===== src/design/pit_eval.sv =====
// Per-entry evaluation unit, reused for every entry a walk visits:
// range hit for queries, keep test and start clamp for sweeps.
`default_nettype none

module pit_eval #(
	parameter int TIME_BITS = 40
) (
	input  wire  [TIME_BITS-1:0] ref_time,
	input  wire  [TIME_BITS-1:0] ent_start,
	input  wire  [TIME_BITS-1:0] ent_end,
	output logic                 hit,
	output logic                 keep,
	output logic [TIME_BITS-1:0] clamp_start
);
	logic after_start;
	logic before_end;

	assign after_start = ref_time >= ent_start;
	assign before_end  = ref_time <= ent_end;
	assign hit         = after_start && before_end;
	assign keep        = before_end;
	assign clamp_start = after_start ? ref_time : ent_start;

endmodule

`default_nettype wire


===== config.mk =====
export PLATFORM = sky130hd
export DESIGN_NAME = pit_eval
export DESIGN_NICKNAME = d
export VERILOG_FILES = /design/src/design/pit_eval.sv
export SDC_FILE = /design/constraint.sdc
export NUM_CORES = 1
export LEC_CHECK = 0
export ABC_AREA = 0
export BUFFER_PORTS_ARGS = -buffer_cell sky130_fd_sc_hd__buf_2
export CAP_MARGIN = 25
export CORE_MARGIN = 5
export CORE_UTILIZATION = 46
export DETAILED_ROUTE_END_ITERATION = 7
export GPL_ROUTABILITY_DRIVEN = 0
export GPL_TIMING_DRIVEN = 0
export PLACE_DENSITY = 0.84
export SETUP_SLACK_MARGIN = 0.1
export SYNTH_ARGS = -nofsm -noshare
export SYNTH_HDL_FRONTEND = slang
export SYNTH_SLANG_ARGS = --single-unit
export TNS_END_PERCENT = 5

===== constraint.sdc =====
create_clock -name vclk -period 2.8
set_input_delay 0.28 -clock vclk [all_inputs]
set_output_delay 0.28 -clock vclk [all_outputs]
set_load 0.02 [all_outputs]

==> impl_results.md <==
* CP endpoint kind: output pin
* Largest net degree at the start of global routing at 11
* Hold Crit Depth at 3
* Share of cells above drive strength 1 at 51.0%
* # DRC at 0
* Critical Path RT at 2.52 ns
* Initial Util at 47.9%
* Number of clock buffers in the layout at 0
* Register share of total power at 0%
* PortBufs at approximately 160
* Total of max-cap violations at 0
* Fin. Hold Viols at 0
* Synth Warn # at 0
* Core Box Area at 5540 sq um
* Hold Path Class: primary input to output pin
* Initial DRT Pass Iterations at 4
* CP max FO at 6
* Num ports at 162
* Fin cells at 574
* Combinational power share at between 90% and 100%
* Kind of critical path: primary input to output pin
* Wire length per cell at 16.3 microns
* Core Util, Final at roughly 75%
* Status: complete, but fails checks
* Violated checks: negative setup slack
* Row count at 27
* Worst Tran Pin Value at 0.347 ns
* Most frequent cells in the layout: buf_2, inv_1, ha_1
* Post-DP HPWL at 7.17 mm
* Sw Share at 48.1%
* Hold_sp: ent_start[27]
* Total GRT Usage at 22.0%
* Synthesis-to-layout area growth at 57.0%
* Placed instance count at around 560
* # nets final at 704
* Initial antenna violation count at 0
* Overall Power at 887 uW
* Slew Viols, Final at 0
* Chip height at between 80 and 90 microns
* Vias per inst at 5.46
* Area of the mapped netlist at 2650 sq um
* # setup viols final at 9
* Arrival @ worst endpoint at 2.56 ns
* Sequential element share of the synthesized area at 0%
* Post-Syn Instances at 325
* First-pass GRT wire length at 13.9 mm
* Post-synth cell types at 32
* Reg area at 0 sq um
* Most common cell after layout, fill and taps aside: buf_2
* Type of origin of the critical path: primary input
* RSZ-0062 raised after global routing: yes
* Syn Nets at 525
* Clock power frac at 0%
* Vias in the first global route at roughly 3200
* Grt ovf at 0
* Final min period at 2.84 ns
* Slew HR at around three quarters
* Die area at ~7400 sq um
* Total negative setup slack at -0.229 ns
* Worst IR drop on VDD at 0.000111 V
* Setup slack after layout at -0.0384 ns
* Max Freq at 352 MHz
* Net Switching at around 430 uW
* Num sequential at 0
* DRT iter0 DRCs at 80
* Die width at 85.9 microns
* Min-Delay Endpoint: clamp_start[27]
* Antenna Cells at 0
* Via count at 3135
* ANT nets after route at 0
* Total wire length at approximately 9.4 mm
* Final period util at 101%
* Cell internal pwr at 461 uW
* Leakage at roughly 0.0025 uW
* Syn Area/Cell at 8.16 sq um
* Pwr/cell area at 213 nW/um^2
## critical path: stages
cell	delay (ns)
buf_2	0.10
inv_1	0.07
ha_4	0.27
nand4_1	0.16
nor4_4	0.24
nand3_2	0.17
o41ai_4	0.36
nor3_4	0.07
buf_12	0.16
buf_12	0.12
buf_4	0.13
mux2_4	0.30
buf_6	0.13
## kinds of logic (layout without fill, tap and decap cells)
kind of cell / after synthesis / after routing / share of synthesized area, %
buffers and inverters: 83 / 260 / 12.9
AOI/OAI and AO/OA: 57 / 57 / 13.8
adders and majority gates: 80 / 80 / 37.7
and+or+nand+nor: 65 / 65 / 13.1
muxes: 40 / 40 / 22.5
## per-stage QoR
stage	instance area, sq um	setup slack (ns)	hold WS (ns)
after floorplan	2650	0.218	0.719
after global placement	3550	-0.240	0.919
after detailed placement	3550	-0.219	0.920
after CTS	3860	-0.113	0.881
after global routing	4160	-0.156	0.891
final	4160	-0.0384	0.881
## what timing repair did
action | CTS | global route
endpoints found under the hold margin | 0 | 0
setup buffers | 6 | 7
endpoints found under the setup margin | 41 | 41
gates cloned | 2 | 0
pin swaps | 11 | 14
gates resized for setup | 52 | 47
hold buffers | 0 | 0
## layer usage
metal	global-route usage (%)	wire, microns	part of all wire [%]
met4	1.44	212	2.3
met1	25.1	3320	35
met3	3.07	810	8.6
met2	44.1	5020	54
met5	0	0	0
## cell type report
cell class	instances	area, sq um
Buffer	4	66.3
Fill cell	379	1380
Inverter	79	307
Multi-Input combinational cell	242	2540
Tap cell	72	90.1
Timing Repair Buffer	177	1160
## cell usage after synthesis (2+ instances only)
| master | n | share of area (%) |
|---|---|---|
| a21oi_1 | 26 | 4.9 |
| buf_6 | 4 | 1.7 |
| nand2_1 | 18 | 2.5 |
| nor2b_1 | 2 | 0.47 |
| ha_1 | 80 | 38 |
| mux2_4 | 39 | 22 |
| nand4_1 | 16 | 3.8 |
| a221oi_1 | 3 | 0.99 |
| nor2_1 | 8 | 1.1 |
| a21o_1 | 5 | 1.4 |
| a221o_1 | 2 | 0.75 |
| nand3_1 | 12 | 2.3 |
| inv_1 | 79 | 11 |
| o211ai_1 | 2 | 0.57 |
| o21ai_0 | 8 | 1.5 |
| a211oi_1 | 5 | 1.4 |
## worst max path at each step
| stage | from | endpoint | slack (ns) | cells past startpoint |
|---|---|---|---|---|
| floorplan | ent_start[26] | clamp_start[0] | 0.22 | 9 |
| global placement | ref_time[26] | clamp_start[14] | -0.24 | 10 |
| detailed placement | ref_time[2] | clamp_start[14] | -0.22 | 10 |
| CTS | ent_start[26] | clamp_start[23] | -0.11 | 13 |
| global route | ent_start[36] | clamp_start[23] | -0.16 | 13 |
| finish | ent_start[36] | clamp_start[39] | -0.04 | 13 |
## power groups by stage
stage / Sequential [uW] / Clock [uW] / Combinational, uW
4_1_cts: 0 / 0 / 815
5_1_grt: 0 / 0 / 968
3_3_place_gp: 0 / 0 / 690
2_1_floorplan: 0 / 0 / 469
3_5_place_dp: 0 / 0 / 716
6_report: 0 / 0 / 887
No activity file was read; power rests on OpenSTA's default activity.
