===== config.mk =====
export PLATFORM = sky130hd
export DESIGN_NAME = pit_seq
export DESIGN_NICKNAME = d
export VERILOG_FILES = /design/src/design/pit_pkg.sv /design/src/design/pit_seq.sv
export SDC_FILE = /design/constraint.sdc
export NUM_CORES = 1
export LEC_CHECK = 0
export ABC_CLOCK_PERIOD_IN_PS = 6900
export BUFFER_PORTS_ARGS = -buffer_cell sky130_fd_sc_hd__buf_2
export CAP_MARGIN = 20
export CORE_ASPECT_RATIO = 2
export CORE_UTILIZATION = 49
export CTS_BUF_LIST = sky130_fd_sc_hd__clkbuf_8
export DETAILED_ROUTE_END_ITERATION = 12
export PLACE_DENSITY = 0.73
export SYNTH_ARGS = -nofsm -noshare
export SYNTH_HDL_FRONTEND = slang
export SYNTH_SLANG_ARGS = --single-unit

===== constraint.sdc =====
create_clock -name clk -period 6.9 [get_ports clk]
set_input_delay 0.69 -clock clk [delete_from_list [all_inputs] [get_ports clk]]
set_output_delay 0.69 -clock clk [all_outputs]
set_load 0.1 [all_outputs]

===== src/design/pit_pkg.sv =====
// Package for the presence interval tracker: op codes, register indexes,
// fixed field widths and the store command struct. No dependencies.
`default_nettype none

package pit_pkg;

	localparam int OP_W     = 2;
	localparam int CNT_W    = 8;
	localparam int CAP_W    = 8;
	localparam int GAP_W    = 16;
	localparam int SPAN_W   = 40;
	localparam int CFG_IDX_W = 2;
	localparam int CFG_DATA_W = 40;

	localparam logic [OP_W-1:0] OP_JOIN  = 2'd0;
	localparam logic [OP_W-1:0] OP_PART  = 2'd1;
	localparam logic [OP_W-1:0] OP_QUERY = 2'd2;
	localparam logic [OP_W-1:0] OP_SWEEP = 2'd3;

	localparam logic [CFG_IDX_W-1:0] CFG_CAP  = 2'd0;
	localparam logic [CFG_IDX_W-1:0] CFG_GAP  = 2'd1;
	localparam logic [CFG_IDX_W-1:0] CFG_SPAN = 2'd2;

	localparam logic [CAP_W-1:0]  CAP_RESET  = 8'd64;
	localparam logic [GAP_W-1:0]  GAP_RESET  = 16'd30;
	localparam logic [SPAN_W-1:0] SPAN_RESET = 40'd0;

	typedef struct packed {
		logic rd_en;
		logic wr_en;
	} mem_cmd_t;

endpackage

`default_nettype wire


===== src/design/pit_seq.sv =====
// Sequencer and record state: open start, ring head and count, walks
// over the store. Depends on pit_pkg; drives pit_store and pit_eval.
`default_nettype none

module pit_seq #(
	parameter int INTERVAL_DEPTH = 256,
	parameter int TIME_BITS      = 40,
	parameter int PTR_W          = 8
) (
	input  wire                          clk,
	input  wire                          arst_n,
	input  wire                          cmd_valid,
	output logic                         cmd_ready,
	input  wire  [pit_pkg::OP_W-1:0]     cmd_op,
	input  wire  [TIME_BITS-1:0]         cmd_time,
	output logic                         rsp_valid,
	input  wire                          rsp_ready,
	output logic                         rsp_present,
	output logic                         rsp_is_open,
	output logic [pit_pkg::CNT_W-1:0]    rsp_count,
	output logic                         rsp_empty,
	input  wire  [pit_pkg::CAP_W-1:0]    cap_cfg,
	input  wire  [pit_pkg::GAP_W-1:0]    gap_cfg,
	input  wire  [pit_pkg::SPAN_W-1:0]   span_cfg,
	output pit_pkg::mem_cmd_t            mem_cmd,
	output logic [PTR_W-1:0]             rd_addr,
	output logic [PTR_W-1:0]             wr_addr,
	output logic [TIME_BITS-1:0]         wr_start,
	output logic [TIME_BITS-1:0]         wr_end,
	input  wire  [TIME_BITS-1:0]         rd_start,
	input  wire  [TIME_BITS-1:0]         rd_end,
	output logic [TIME_BITS-1:0]         ev_time,
	input  wire                          ev_hit,
	input  wire                          ev_keep,
	input  wire  [TIME_BITS-1:0]         ev_clamp
);
	import pit_pkg::*;

	localparam int HW_CAP = (INTERVAL_DEPTH - 1) < 255 ? (INTERVAL_DEPTH - 1) : 255;
	localparam int SUM_W  = (PTR_W > CNT_W ? PTR_W : CNT_W) + 1;
	localparam int CMP_W  = TIME_BITS > SPAN_W ? TIME_BITS : SPAN_W;

	localparam logic [2:0] S_IDLE     = 3'd0;
	localparam logic [2:0] S_PART_RD  = 3'd1;
	localparam logic [2:0] S_PART_CHK = 3'd2;
	localparam logic [2:0] S_APPEND   = 3'd3;
	localparam logic [2:0] S_WALK     = 3'd4;
	localparam logic [2:0] S_DONE     = 3'd5;

	function automatic logic [PTR_W-1:0] ring_add(input logic [PTR_W-1:0] a,
	                                              input logic [CNT_W-1:0] b);
		logic [SUM_W-1:0] s;
		s = SUM_W'(a) + SUM_W'(b);
		if (s >= SUM_W'(INTERVAL_DEPTH))
			s = s - SUM_W'(INTERVAL_DEPTH);
		return s[PTR_W-1:0];
	endfunction

	logic [2:0]           state_q;
	logic [OP_W-1:0]      op_q;
	logic [TIME_BITS-1:0] t_q;
	logic [TIME_BITS-1:0] end_q;
	logic [TIME_BITS-1:0] open_q;
	logic [PTR_W-1:0]     head_q;
	logic [CNT_W-1:0]     count_q;
	logic [CNT_W-1:0]     idx_q;
	logic [CNT_W-1:0]     kept_q;
	logic                 rd_vld_q;
	logic                 present_q;

	logic [CNT_W-1:0]     cap_now;
	logic [CNT_W-1:0]     cap_keep;
	logic [PTR_W-1:0]     last_addr;
	logic [TIME_BITS:0]   merge_lim;
	logic                 merge_ok;
	logic [CMP_W-1:0]     span_x;
	logic [CMP_W-1:0]     time_x;
	logic                 sweep_on;
	logic                 walk_issue;
	logic                 accept;
	logic                 rsp_load;
	logic                 open_hit;
	logic                 walk_hit;

	assign cmd_ready = state_q == S_IDLE;
	assign accept    = cmd_valid && cmd_ready;
	assign rsp_load  = state_q == S_DONE && (!rsp_valid || rsp_ready);

	assign cap_now   = (cap_cfg == '0 || cap_cfg > CAP_W'(HW_CAP)) ? CNT_W'(HW_CAP) : cap_cfg;
	assign cap_keep  = count_q < cap_now ? count_q : cap_now - CNT_W'(1);
	assign last_addr = ring_add(head_q, count_q - CNT_W'(1));
	assign merge_lim = {1'b0, rd_end} + (TIME_BITS + 1)'(gap_cfg);
	assign merge_ok  = merge_lim >= {1'b0, open_q};
	assign span_x    = CMP_W'(span_cfg);
	assign time_x    = CMP_W'(cmd_time);
	assign sweep_on  = span_cfg != '0 && span_x <= time_x && count_q != '0;
	assign walk_issue = state_q == S_WALK && idx_q < count_q;
	assign open_hit  = open_q != '0 && cmd_time >= open_q;
	assign walk_hit  = rd_vld_q && op_q == OP_QUERY && ev_hit;
	assign ev_time   = t_q;

	always_comb begin
		mem_cmd  = '0;
		rd_addr  = ring_add(head_q, idx_q);
		wr_addr  = last_addr;
		wr_start = rd_start;
		wr_end   = end_q;
		case (state_q)
			S_PART_RD: begin
				mem_cmd.rd_en = 1'b1;
				rd_addr       = last_addr;
			end
			S_PART_CHK: begin
				mem_cmd.wr_en = merge_ok && end_q > rd_end;
			end
			S_APPEND: begin
				mem_cmd.wr_en = 1'b1;
				wr_addr       = ring_add(head_q, count_q);
				wr_start      = open_q;
			end
			S_WALK: begin
				mem_cmd.rd_en = walk_issue;
				mem_cmd.wr_en = op_q == OP_SWEEP && rd_vld_q && ev_keep;
				wr_addr       = ring_add(head_q, kept_q);
				wr_start      = ev_clamp;
				wr_end        = rd_end;
			end
			default: begin
			end
		endcase
	end

	always_ff @(posedge clk or negedge arst_n) begin
		if (!arst_n) begin
			state_q   <= S_IDLE;
			open_q    <= '0;
			head_q    <= '0;
			count_q   <= '0;
			rd_vld_q  <= 1'b0;
			present_q <= 1'b0;
			rsp_valid <= 1'b0;
		end else begin
			if (rsp_load)
				rsp_valid <= 1'b1;
			else if (rsp_ready)
				rsp_valid <= 1'b0;
			case (state_q)
				S_IDLE: begin
					if (accept) begin
						present_q <= cmd_op == OP_QUERY && open_hit;
						case (cmd_op)
							OP_JOIN: begin
								if (open_q == '0)
									open_q <= cmd_time;
								state_q <= S_DONE;
							end
							OP_PART: begin
								if (open_q != '0) begin
									end_q   <= cmd_time < open_q ? open_q : cmd_time;
									state_q <= count_q != '0 ? S_PART_RD : S_APPEND;
								end else begin
									state_q <= S_DONE;
								end
							end
							OP_QUERY: begin
								state_q <= (!open_hit && count_q != '0) ? S_WALK : S_DONE;
							end
							default: begin
								state_q <= sweep_on ? S_WALK : S_DONE;
							end
						endcase
						op_q   <= cmd_op;
						t_q    <= cmd_op == OP_SWEEP ? TIME_BITS'(time_x - span_x) : cmd_time;
						idx_q  <= '0;
						kept_q <= '0;
					end
				end
				S_PART_RD: begin
					state_q <= S_PART_CHK;
				end
				S_PART_CHK: begin
					if (merge_ok) begin
						open_q  <= '0;
						state_q <= S_DONE;
					end else begin
						head_q  <= ring_add(head_q, count_q - cap_keep);
						count_q <= cap_keep;
						state_q <= S_APPEND;
					end
				end
				S_APPEND: begin
					count_q <= count_q + CNT_W'(1);
					open_q  <= '0;
					state_q <= S_DONE;
				end
				S_WALK: begin
					rd_vld_q <= walk_issue && !walk_hit;
					if (walk_issue)
						idx_q <= idx_q + CNT_W'(1);
					if (rd_vld_q && op_q == OP_SWEEP && ev_keep)
						kept_q <= kept_q + CNT_W'(1);
					if (walk_hit) begin
						present_q <= 1'b1;
						state_q   <= S_DONE;
					end else if (!walk_issue && !rd_vld_q) begin
						if (op_q == OP_SWEEP)
							count_q <= kept_q;
						state_q <= S_DONE;
					end
				end
				S_DONE: begin
					if (rsp_load)
						state_q <= S_IDLE;
				end
				default: begin
					state_q <= S_IDLE;
				end
			endcase
		end
	end

	always_ff @(posedge clk) begin
		if (rsp_load) begin
			rsp_present <= present_q;
			rsp_is_open <= open_q != '0;
			rsp_count   <= count_q;
			rsp_empty   <= count_q == '0 && open_q == '0;
		end
	end

`ifndef SYNTHESIS
	a_count_cap: assert property (@(posedge clk) disable iff (!arst_n)
		count_q <= CNT_W'(HW_CAP))
		else $error("closed interval count above store capacity");

	a_no_collide: assert property (@(posedge clk) disable iff (!arst_n)
		(mem_cmd.rd_en && mem_cmd.wr_en) |-> rd_addr != wr_addr)
		else $error("store read and write hit the same entry");

	a_kept_order: assert property (@(posedge clk) disable iff (!arst_n)
		(state_q == S_WALK) |-> (kept_q <= idx_q && idx_q <= count_q))
		else $error("walk indexes out of order");

	a_rd_source: assert property (@(posedge clk) disable iff (!arst_n)
		rd_vld_q |-> $past(state_q == S_WALK))
		else $error("walk data flagged outside a walk");

	a_part_closes: assert property (@(posedge clk) disable iff (!arst_n)
		(state_q == S_APPEND) |=> (open_q == '0 && count_q != '0))
		else $error("append left record open or empty");
`endif

endmodule

`default_nettype wire


==> results.txt, run 1 <==
- Met1 Track Usage GR: between 30% and 40%
- The final hold violation count was 0.
- Clock tree synthesis inserted a total of 17 buffers.
- Tcrit/Tclk final: between 80 and 90%
* Antenna violations before repair: 6
* First-pass GRT wire length: between 90 and 100 mm
* Synthesized instance count: 1969
* Max clock buf depth: 2
* Critical Path Start: rd_end[0]
* Ys Warns: 0
* Number of synthesized flops with an enable pin: 109
* Number of max-capacitance violations reported: 0
- met2 is the most crowded layer.
- In the routed layout, each cell is associated on average with a via count of around 6.1.
- Walking the worst path, the cells encountered are buf_2, ha_1, inv_1, fa_1, nor2b_1, o21ai_1, a211oi_1, o31ai_1, o211a_1, nor2_1, nand4_1, xnor2_1, ha_1, nand3_1, nor4_1, o21ai_0, a21oi_1, o21bai_1, o221ai_1, buf_2.
- The floorplan step defined a die boundary enclosing between 30000 and 40000 µm².
* Detailed-route via count: approximately 17000
- Maximum number of pins on one net before global-route repair: between 70 and 80
- TritonCTS built the clock tree.
- Worst setup path endpoint: mem_cmd[0]
* Post-synthesis instance area: about 17000 µm²
- Worst flop-to-flop path endpoint: head_q[7]$_DFFE_PN0P_
* Origin of the critical flop-to-flop path: count_q[4]$_DFFE_PN0P_
- The number of global-route vias before repair is between 15000 and 20000.
* Final weighted congestion in routability-driven placement: 1.03
- Met3 global-route usage: around 7.1%
- Die Height: 265 µm
- Critical Path Start Type: input port
- Across the VDD grid, the largest voltage drop is ~0.00097 V.
- Register clock-pin slew on the reported worst setup and hold paths: approximately 100 ps
- For the worst setup path, the data required time is 6210 ps.
- Counting both buffers and inverters, the worst setup path holds a total of 3.
- Mux share of post-synthesis cell area: under 10%
* DRC violation count after routing: 0
- Filler instances: ~3200
- Remaining antenna violation count: 0
- The worst setup path is captured at an output pin.
- For the worst setup path, the data arrival time is around 5400 ps.
- Highest clock frequency the design can meet: 163 MHz
- For the pin with the worst max-slew slack, the measured transition is about 1100 ps.
* Fraction of layout cells with a size suffix above 1: 22.2%
- DRC violation total after the first TritonRoute iteration: 936
* Share of synthesized flip-flops with an asynchronous set or reset: ~36%
- Clock latency on the worst-skew pair, taken at its later pin, is about 520 ps.
- The synthesized design contains around 170 register bits.
- Rows: 95
* Final nets: approximately 2800
- For this run, the register share of the synthesized area comes to roughly 29%.
* Path category of the worst min-delay check: in -> reg
- Number of unique standard cell types used by synthesis: 76
- Kind of cell adding the most delay to the critical path: compound AO/OA/AOI/OAI gates
- Setup repair after global routing left no endpoint under its margin.
- The number of nets handed over by synthesis was approximately 2400.
* Commonest cells after routing, fill and taps aside: sky130_fd_sc_hd__buf_2, sky130_fd_sc_hd__nand2_1, sky130_fd_sc_hd__ha_1
* Top FF cell, synth: sky130_fd_sc_hd__edfxtp_1
- Post-Layout Cell Count: between 2000 and 3000
- Overall global routing resource usage: approximately 38%
- R2R setup slack: between 2000 and 2500 ps
- Core area: 33800 µm²
* TNS Setup: 0 ps
- DIE WIDTH: ~130 µm
- Pin placement for this block handled ~380 I/O pins.
* Synth-to-Final Area Change: 16.2%
- Counting tap cells, the placed design contains a total of 2732 instances.
* R2R cell count: 19
* Most common cell after layout, fill and taps aside: sky130_fd_sc_hd__buf_2
* Number of levels the H-tree was split into: 4
- Simple-gate share of the synthesized area: approximately 16%
* Standby leakage power: slightly above 9 nW
- Global-route met2 utilization: around 69%
* HPWL Detailed: ~54 mm
- Wirelength per Cell: approximately 24 µm
- Counting every sink on the clock net gives between 150 and 200.
* Largest fanout on the critical path: 10
- Adder-Cell Fraction of Synth Area: around 18%
- Critical Setup Path Class: in -> out
- Counting buffers and inverters, the worst setup path is 20 cells deep.
- After synthesis, the largest family of logic cells by area is compound AO/OA/AOI/OAI gates.
- The synthesized netlist devotes 21.5% of its cell area to compound gates.
- The max-slew violation count was 0.
* Final worst path period need: 6120 ps
* Post-Route Skew: between 15 and 20 ps
- For this design, the slowest cell found on the critical path is sky130_fd_sc_hd__nor2_1.
- Final setup fails: 0
* Global-route congestion overflow total: 0
* Slew Limit Headroom: approximately a quarter
- Buffers on Ports: 382
* Run status: complete, no violations
- Post-placement cell area: roughly 19000 µm²
- Critical Path Max Stage Delay: a little under 600 ps
- Wirelength, routed: 66.2 mm
- The finished cells cover 19600 µm².
- Before antenna repair, the detailed router went through 6 iterations.
- Averaged over all synthesized cells, the footprint is around 8.6 µm².
- For this design the ratio of total power to cell area is between 500 and 600 nW/µm².
* Post-CTS Setup Inserts: 0
* Initial Util: 50.1%
* Area share of xor/xnor cells in the synthesized design: 6.67%
- CTS root buf: sky130_fd_sc_hd__clkbuf_8
area by class of cell:
type,instances,area (µm²),area share [%]
Multi-Input combinational cell,1547,11200,56.8
Sequential cell,171,4820,24.6
Timing Repair Buffer,405,2090,10.6
Inverter,175,657,3.35
Tap cell,436,546,2.78
Clock buffer,18,248,1.26
Clock inverter,14,115,0.586
Antenna cell,3,7.51,0.0382
through the flow:
step	total power, W	hold WS [ps]	setup WS (ps)	util, %
after floorplan	0.00756	394	979	-
after global placement	0.00930	556	883	57.0
after detailed placement	0.00937	560	798	57.0
after CTS	0.0101	437	780	58.1
after global routing	0.0107	456	329	58.2
final	0.0102	459	780	58.2
cells by family (layout without fill, tap and decap cells):
family | count (synthesis) | after routing
buf+inv | 251 | 612
xor+xnor | 127 | 127
compound gates | 561 | 561
flops | 171 | 171
simple gates | 567 | 567
fa+ha+maj | 237 | 237
mux | 55 | 55
other cells | 0 | 3
state kept, by name, summed over array words and instances, names as in the netlist, 3 cells and up:
signal and flops:
end_q 40, ev_time 40, open_q 40, count_q 8, head_q 8, idx_q 8, kept_q 8, rsp_count 8
state_q 3
synthesized netlist by cell type (5+ instances only):
| cell type | count | area share [%] |
|---|---|---|
| sky130_fd_sc_hd__a22oi_1 | 40 | 1.8 |
| sky130_fd_sc_hd__a22o_1 | 40 | 2.1 |
| sky130_fd_sc_hd__nand2b_1 | 13 | 0.48 |
| sky130_fd_sc_hd__ha_1 | 230 | 17 |
| sky130_fd_sc_hd__xor2_1 | 38 | 2.0 |
| sky130_fd_sc_hd__o211a_1 | 5 | 0.30 |
| sky130_fd_sc_hd__nor2_1 | 87 | 1.9 |
| sky130_fd_sc_hd__nand4_1 | 40 | 1.5 |
| sky130_fd_sc_hd__a31o_2 | 5 | 0.26 |
| sky130_fd_sc_hd__mux2_2 | 53 | 3.5 |
| sky130_fd_sc_hd__buf_2 | 11 | 0.33 |
| sky130_fd_sc_hd__nand3_1 | 52 | 1.5 |
| sky130_fd_sc_hd__fa_1 | 7 | 0.83 |
| sky130_fd_sc_hd__a2111oi_0 | 6 | 0.31 |
| sky130_fd_sc_hd__or3_1 | 8 | 0.30 |
| sky130_fd_sc_hd__o21bai_1 | 21 | 0.93 |
| sky130_fd_sc_hd__o21ai_0 | 144 | 4.3 |
| sky130_fd_sc_hd__clkbuf_1 | 60 | 1.3 |
| sky130_fd_sc_hd__inv_1 | 174 | 3.9 |
| sky130_fd_sc_hd__o21a_1 | 14 | 0.62 |
| sky130_fd_sc_hd__a21o_1 | 63 | 2.8 |
| sky130_fd_sc_hd__xnor2_1 | 88 | 4.6 |
| sky130_fd_sc_hd__o221ai_1 | 5 | 0.26 |
| sky130_fd_sc_hd__nand2_1 | 241 | 5.4 |
| sky130_fd_sc_hd__a211oi_1 | 17 | 0.76 |
| sky130_fd_sc_hd__and2_1 | 10 | 0.37 |
| sky130_fd_sc_hd__nor4_1 | 28 | 1.0 |
| sky130_fd_sc_hd__nor2b_1 | 14 | 0.52 |
| sky130_fd_sc_hd__a21oi_1 | 133 | 3.9 |
| sky130_fd_sc_hd__o31ai_1 | 7 | 0.31 |
| sky130_fd_sc_hd__edfxtp_1 | 109 | 19 |
| sky130_fd_sc_hd__a31oi_1 | 11 | 0.41 |
| sky130_fd_sc_hd__o211ai_1 | 15 | 0.67 |
| sky130_fd_sc_hd__nor3_1 | 24 | 0.71 |
| sky130_fd_sc_hd__and3_1 | 23 | 0.85 |
| sky130_fd_sc_hd__dfrtp_1 | 62 | 9.2 |
per-layer routing:
metal / vias up / wire, µm / share of wire (%)
met3: 284 / 4220 / 6.4
li1: 7877 / - / -
met5: - / 11 / 0.017
met1: 7933 / 20900 / 32
met2: 824 / 34100 / 51
met4: 2 / 7010 / 11
report_power, final:
part | internal (W) | switching, W | leakage [nW]
Sequential | 0.00142 | 0.000487 | 1.83
Clock | 0.000264 | 0.000432 | 0.176
Combinational | 0.00206 | 0.00550 | 7.29
Total | 0.00374 | 0.00642 | 9.29
worst min path at each step:
stage / cells past startpoint / slack (ps) / to / start
2_1_floorplan: 0 / 390 / count_q[0]$_DFFE_PN0P_ / arst_n
3_3_place_gp: 1 / 560 / head_q[1]$_DFFE_PN0P_ / arst_n
3_5_place_dp: 1 / 560 / head_q[1]$_DFFE_PN0P_ / arst_n
4_1_cts: 2 / 440 / open_q[0]$_DFFE_PN0P_ / cmd_time[0]
5_1_grt: 2 / 460 / open_q[0]$_DFFE_PN0P_ / cmd_time[0]
6_report: 2 / 460 / open_q[0]$_DFFE_PN0P_ / cmd_time[0]
timing repair:
action / CTS / global route
endpoints found under the setup margin: 0 / 0
hold buffers: 1 / 0
resized for setup: 0 / 0
endpoints found under the hold margin: 4 / 0
Note: power is estimated with default switching activity, not from simulation.
==> run 2, diff against run 1 <==
Settings changed: CELL_PAD_IN_SITES_DETAIL_PLACEMENT set to 2, CELL_PAD_IN_SITES_GLOBAL_PLACEMENT set to 2, CORE_UTILIZATION 49 to 36, PLACE_DENSITY 0.73 to unset, PLACE_DENSITY_LB_ADDON set to 0.1.
==> run 2 against run 1 <==
  * Combinational power up 3.7%
  * Clock power grew 23%
  * Core utilization decreased by 15 points
  * Hold slack worse by 3.7 ps
  * Critical path depth unchanged
  * First-iteration DRC count down 36%
  * Non-clock buffer count increased by 2
  * Clock skew up 14 ps
  * Die area up 36%
  * Flip-flop and latch count unchanged
  * Critical endpoint unchanged
  * Largest power group unchanged
==> results.txt, run 2 (synthesized netlist as in run 1, its figures left out) <==
* Critical Path Start Type: input port
- Global-route congestion overflow total: 0
- The initial antenna violation count is 6.
- Headroom to the max-slew limit came out at 18.3%.
* Max clock buf depth: 2
* Number of global-route vias before repair: just under 20000
- Data arrives at the worst endpoint at 5500 ps.
* Power density over the cells: roughly 530 nW/µm²
- Start point of the worst min-delay path: cmd_time[0]
- The clock tree synthesis step divided the H-tree into 4 levels.
- Number of optimization iterations in the first detailed-route pass: 5
- Setup repair after global routing left no endpoint under its margin.
- In the final layout, the share of cells above drive strength 1 is 22.3%.
- TritonCTS Buffers: 17
- Final worst path period need: slightly above 6000 ps
- Worst hold slack: between 400 and 500 ps
- Worst voltage drop across the vdd grid: about 0.00049 V
- Post-Route Skew: 30.7 ps
* Clk sinks: around 170
- Cell Count Post-Placement: 2926
- The die is roughly 300 µm tall.
- Wirelength per Cell: approximately 28 µm
* Vias per Instance: 5.89
* Buffers on Ports: 382
- Once the floorplan was initialized, standard cells occupied a little over a third of the core.
- The detailed router placed 17436 vias in this run.
- Highest clock frequency the design can meet: around 160 MHz
- Final Util: roughly 43%
- DRC violation total after the first TritonRoute iteration: about 600
- By startpoint and endpoint, the worst setup path is classified as in -> out.
- The flow ran to the end, and the final reports show no timing, DRC or antenna violations.
* Net switching power figure: between 0.006 and 0.007 W
- R2R setup slack: between 1500 and 2000 ps
- Hold violation count in the final report: 0
* Overall power consumption: around 0.011 W
- Hold Path Cell Cnt: 2
- For this run, design rule violations remaining after detail routing come to 0.
- Clock-pin slew was measured on the worst setup and hold paths at around 100 ps.
* Clock network power share: under 10%
* DIE WIDTH: around 160 µm
- During I/O placement, the number of pins put on the boundary was between 300 and 400.
* Int Pwr: 0.00390 W
* First-pass GRT wire length: 121 mm
- For this run, the total global-route usage over all layers was measured as between 30% and 40%.
* Rows: between 100 and 150
- Max-cap violations in this run came to 0.
- Worst setup EP type: output pin
* R2R cell count: 19
* Tcrit/Tclk final: between 80% and 90%
* HPWL Detailed: 68.5 mm
- Final nets: ~2800
* Synth-to-Final Area Change: 18.1%
- The congestion estimate from routability-driven global placement came to 0.998.
- The top cell types in the final layout, fill and taps aside, are sky130_fd_sc_hd__buf_2, sky130_fd_sc_hd__nand2_1, sky130_fd_sc_hd__ha_1.
- The worst hold path belongs to the class in -> reg.
- Area of the die: between 40000 and 50000 µm²
* Switching share of power: around 63%
* Maximum number of pins on one net before global-route repair: between 70 and 80
- Max-slew violations: 0
* Most common cell after layout, fill and taps aside: sky130_fd_sc_hd__buf_2
* CTS root buf: sky130_fd_sc_hd__clkbuf_8
- Final setup fails: 0
- Remaining antenna violation count: 0
- Post-Layout Cell Count: 2961
- Worst flop-to-flop path endpoint: head_q[7]$_DFFE_PN0P_
- Share of power burned in combinational logic: between 70% and 80%
- In this run the static leakage power is between 9 and 10 nW.
- Core area: about 47000 µm²
* Origin of the critical flop-to-flop path: count_q[1]$_DFFE_PN0P_
* TNS Setup: 0 ps
* Required time reported for the critical path endpoint: between 6000 and 7000 ps
- Of all nets on the critical path, the largest fanout is 5.
- Later-pin clock latency in the skew report: 540 ps
- Endpoint of the worst hold path: open_q[0]$_DFFE_PN0P_
* Clock tree from TritonCTS: built
* Wirelength, routed: between 80 and 90 mm
- At the pin with the least slew margin, the transition time is around 1200 ps.
- Sequential cells account for 18.3% of the total power.
==> run 2: critical path: stages <==
cell and delay [ps]:
sky130_fd_sc_hd__buf_2 110, sky130_fd_sc_hd__ha_1 270, sky130_fd_sc_hd__a21o_1 100, sky130_fd_sc_hd__a21oi_1 100, sky130_fd_sc_hd__o21ai_0 170, sky130_fd_sc_hd__a31o_2 210
sky130_fd_sc_hd__o21ai_0 110, sky130_fd_sc_hd__buf_4 170, sky130_fd_sc_hd__o21a_1 270, sky130_fd_sc_hd__nor3b_1 730, sky130_fd_sc_hd__nand3_1 180, sky130_fd_sc_hd__xnor2_1 170
sky130_fd_sc_hd__ha_1 310, sky130_fd_sc_hd__nand4_1 140, sky130_fd_sc_hd__nor4_1 320, sky130_fd_sc_hd__o21ai_0 130, sky130_fd_sc_hd__a21oi_1 350, sky130_fd_sc_hd__o21bai_1 160
sky130_fd_sc_hd__o221ai_1 290, sky130_fd_sc_hd__buf_2 500
==> run 2: metal layers <==
metal  GRT usage (%)  part of all wire, %
met5               0                0.054
met4            26.7                  8.4
met3            6.04                  4.8
met2            68.5                   55
met1            30.0                   32
==> run 2: power groups by stage <==
stage / Combinational, W / Clock, W / Sequential [W]
final: 0.00784 / 0.000853 / 0.00194
after global routing: 0.00828 / 0.000895 / 0.00195
after detailed placement: 0.00777 / 0 / 0.00194
after floorplan: 0.00563 / 0 / 0.00193
after global placement: 0.00752 / 0 / 0.00194
after CTS: 0.00782 / 0.000862 / 0.00193
==> run 2: stage by stage <==
stage                     setup slack [ps]  area, µm²
after floorplan                        979      16900
after global placement                 642      19500
after detailed placement               292      19500
after CTS                              681      20000
after global routing                   378      20000
final                                  708      20000
==> run 2: cell type report <==
type | instances | area (µm²)
fillers | 5458 | 26600
clock inverters | 15 | 210
flip-flops and latches | 171 | 4820
multi-input cells | 1547 | 11200
inverters | 175 | 657
well taps | 627 | 785
diodes | 2 | 5.00
clock buffers | 17 | 234
repair buffers | 407 | 2100
==> run 2: repair_timing <==
item	4_1_cts	5_1_grt
resized for setup	0	0
endpoints found under the setup margin	0	0
hold buffers	1	0
buffers inserted	0	0
hold endpoints to repair	3	0
==> run 2: worst max path at each step <==
| stage | slack [ps] | end | start |
|---|---|---|---|
| after floorplan | 980 | mem_cmd[0] | gap_cfg[0] |
| after global placement | 640 | head_q[7]$_DFFE_PN0P_ | cap_cfg[0] |
| after detailed placement | 290 | head_q[7]$_DFFE_PN0P_ | cap_cfg[0] |
| after CTS | 680 | mem_cmd[0] | gap_cfg[1] |
| after global routing | 380 | mem_cmd[0] | rd_end[1] |
| final | 710 | mem_cmd[0] | gap_cfg[1] |
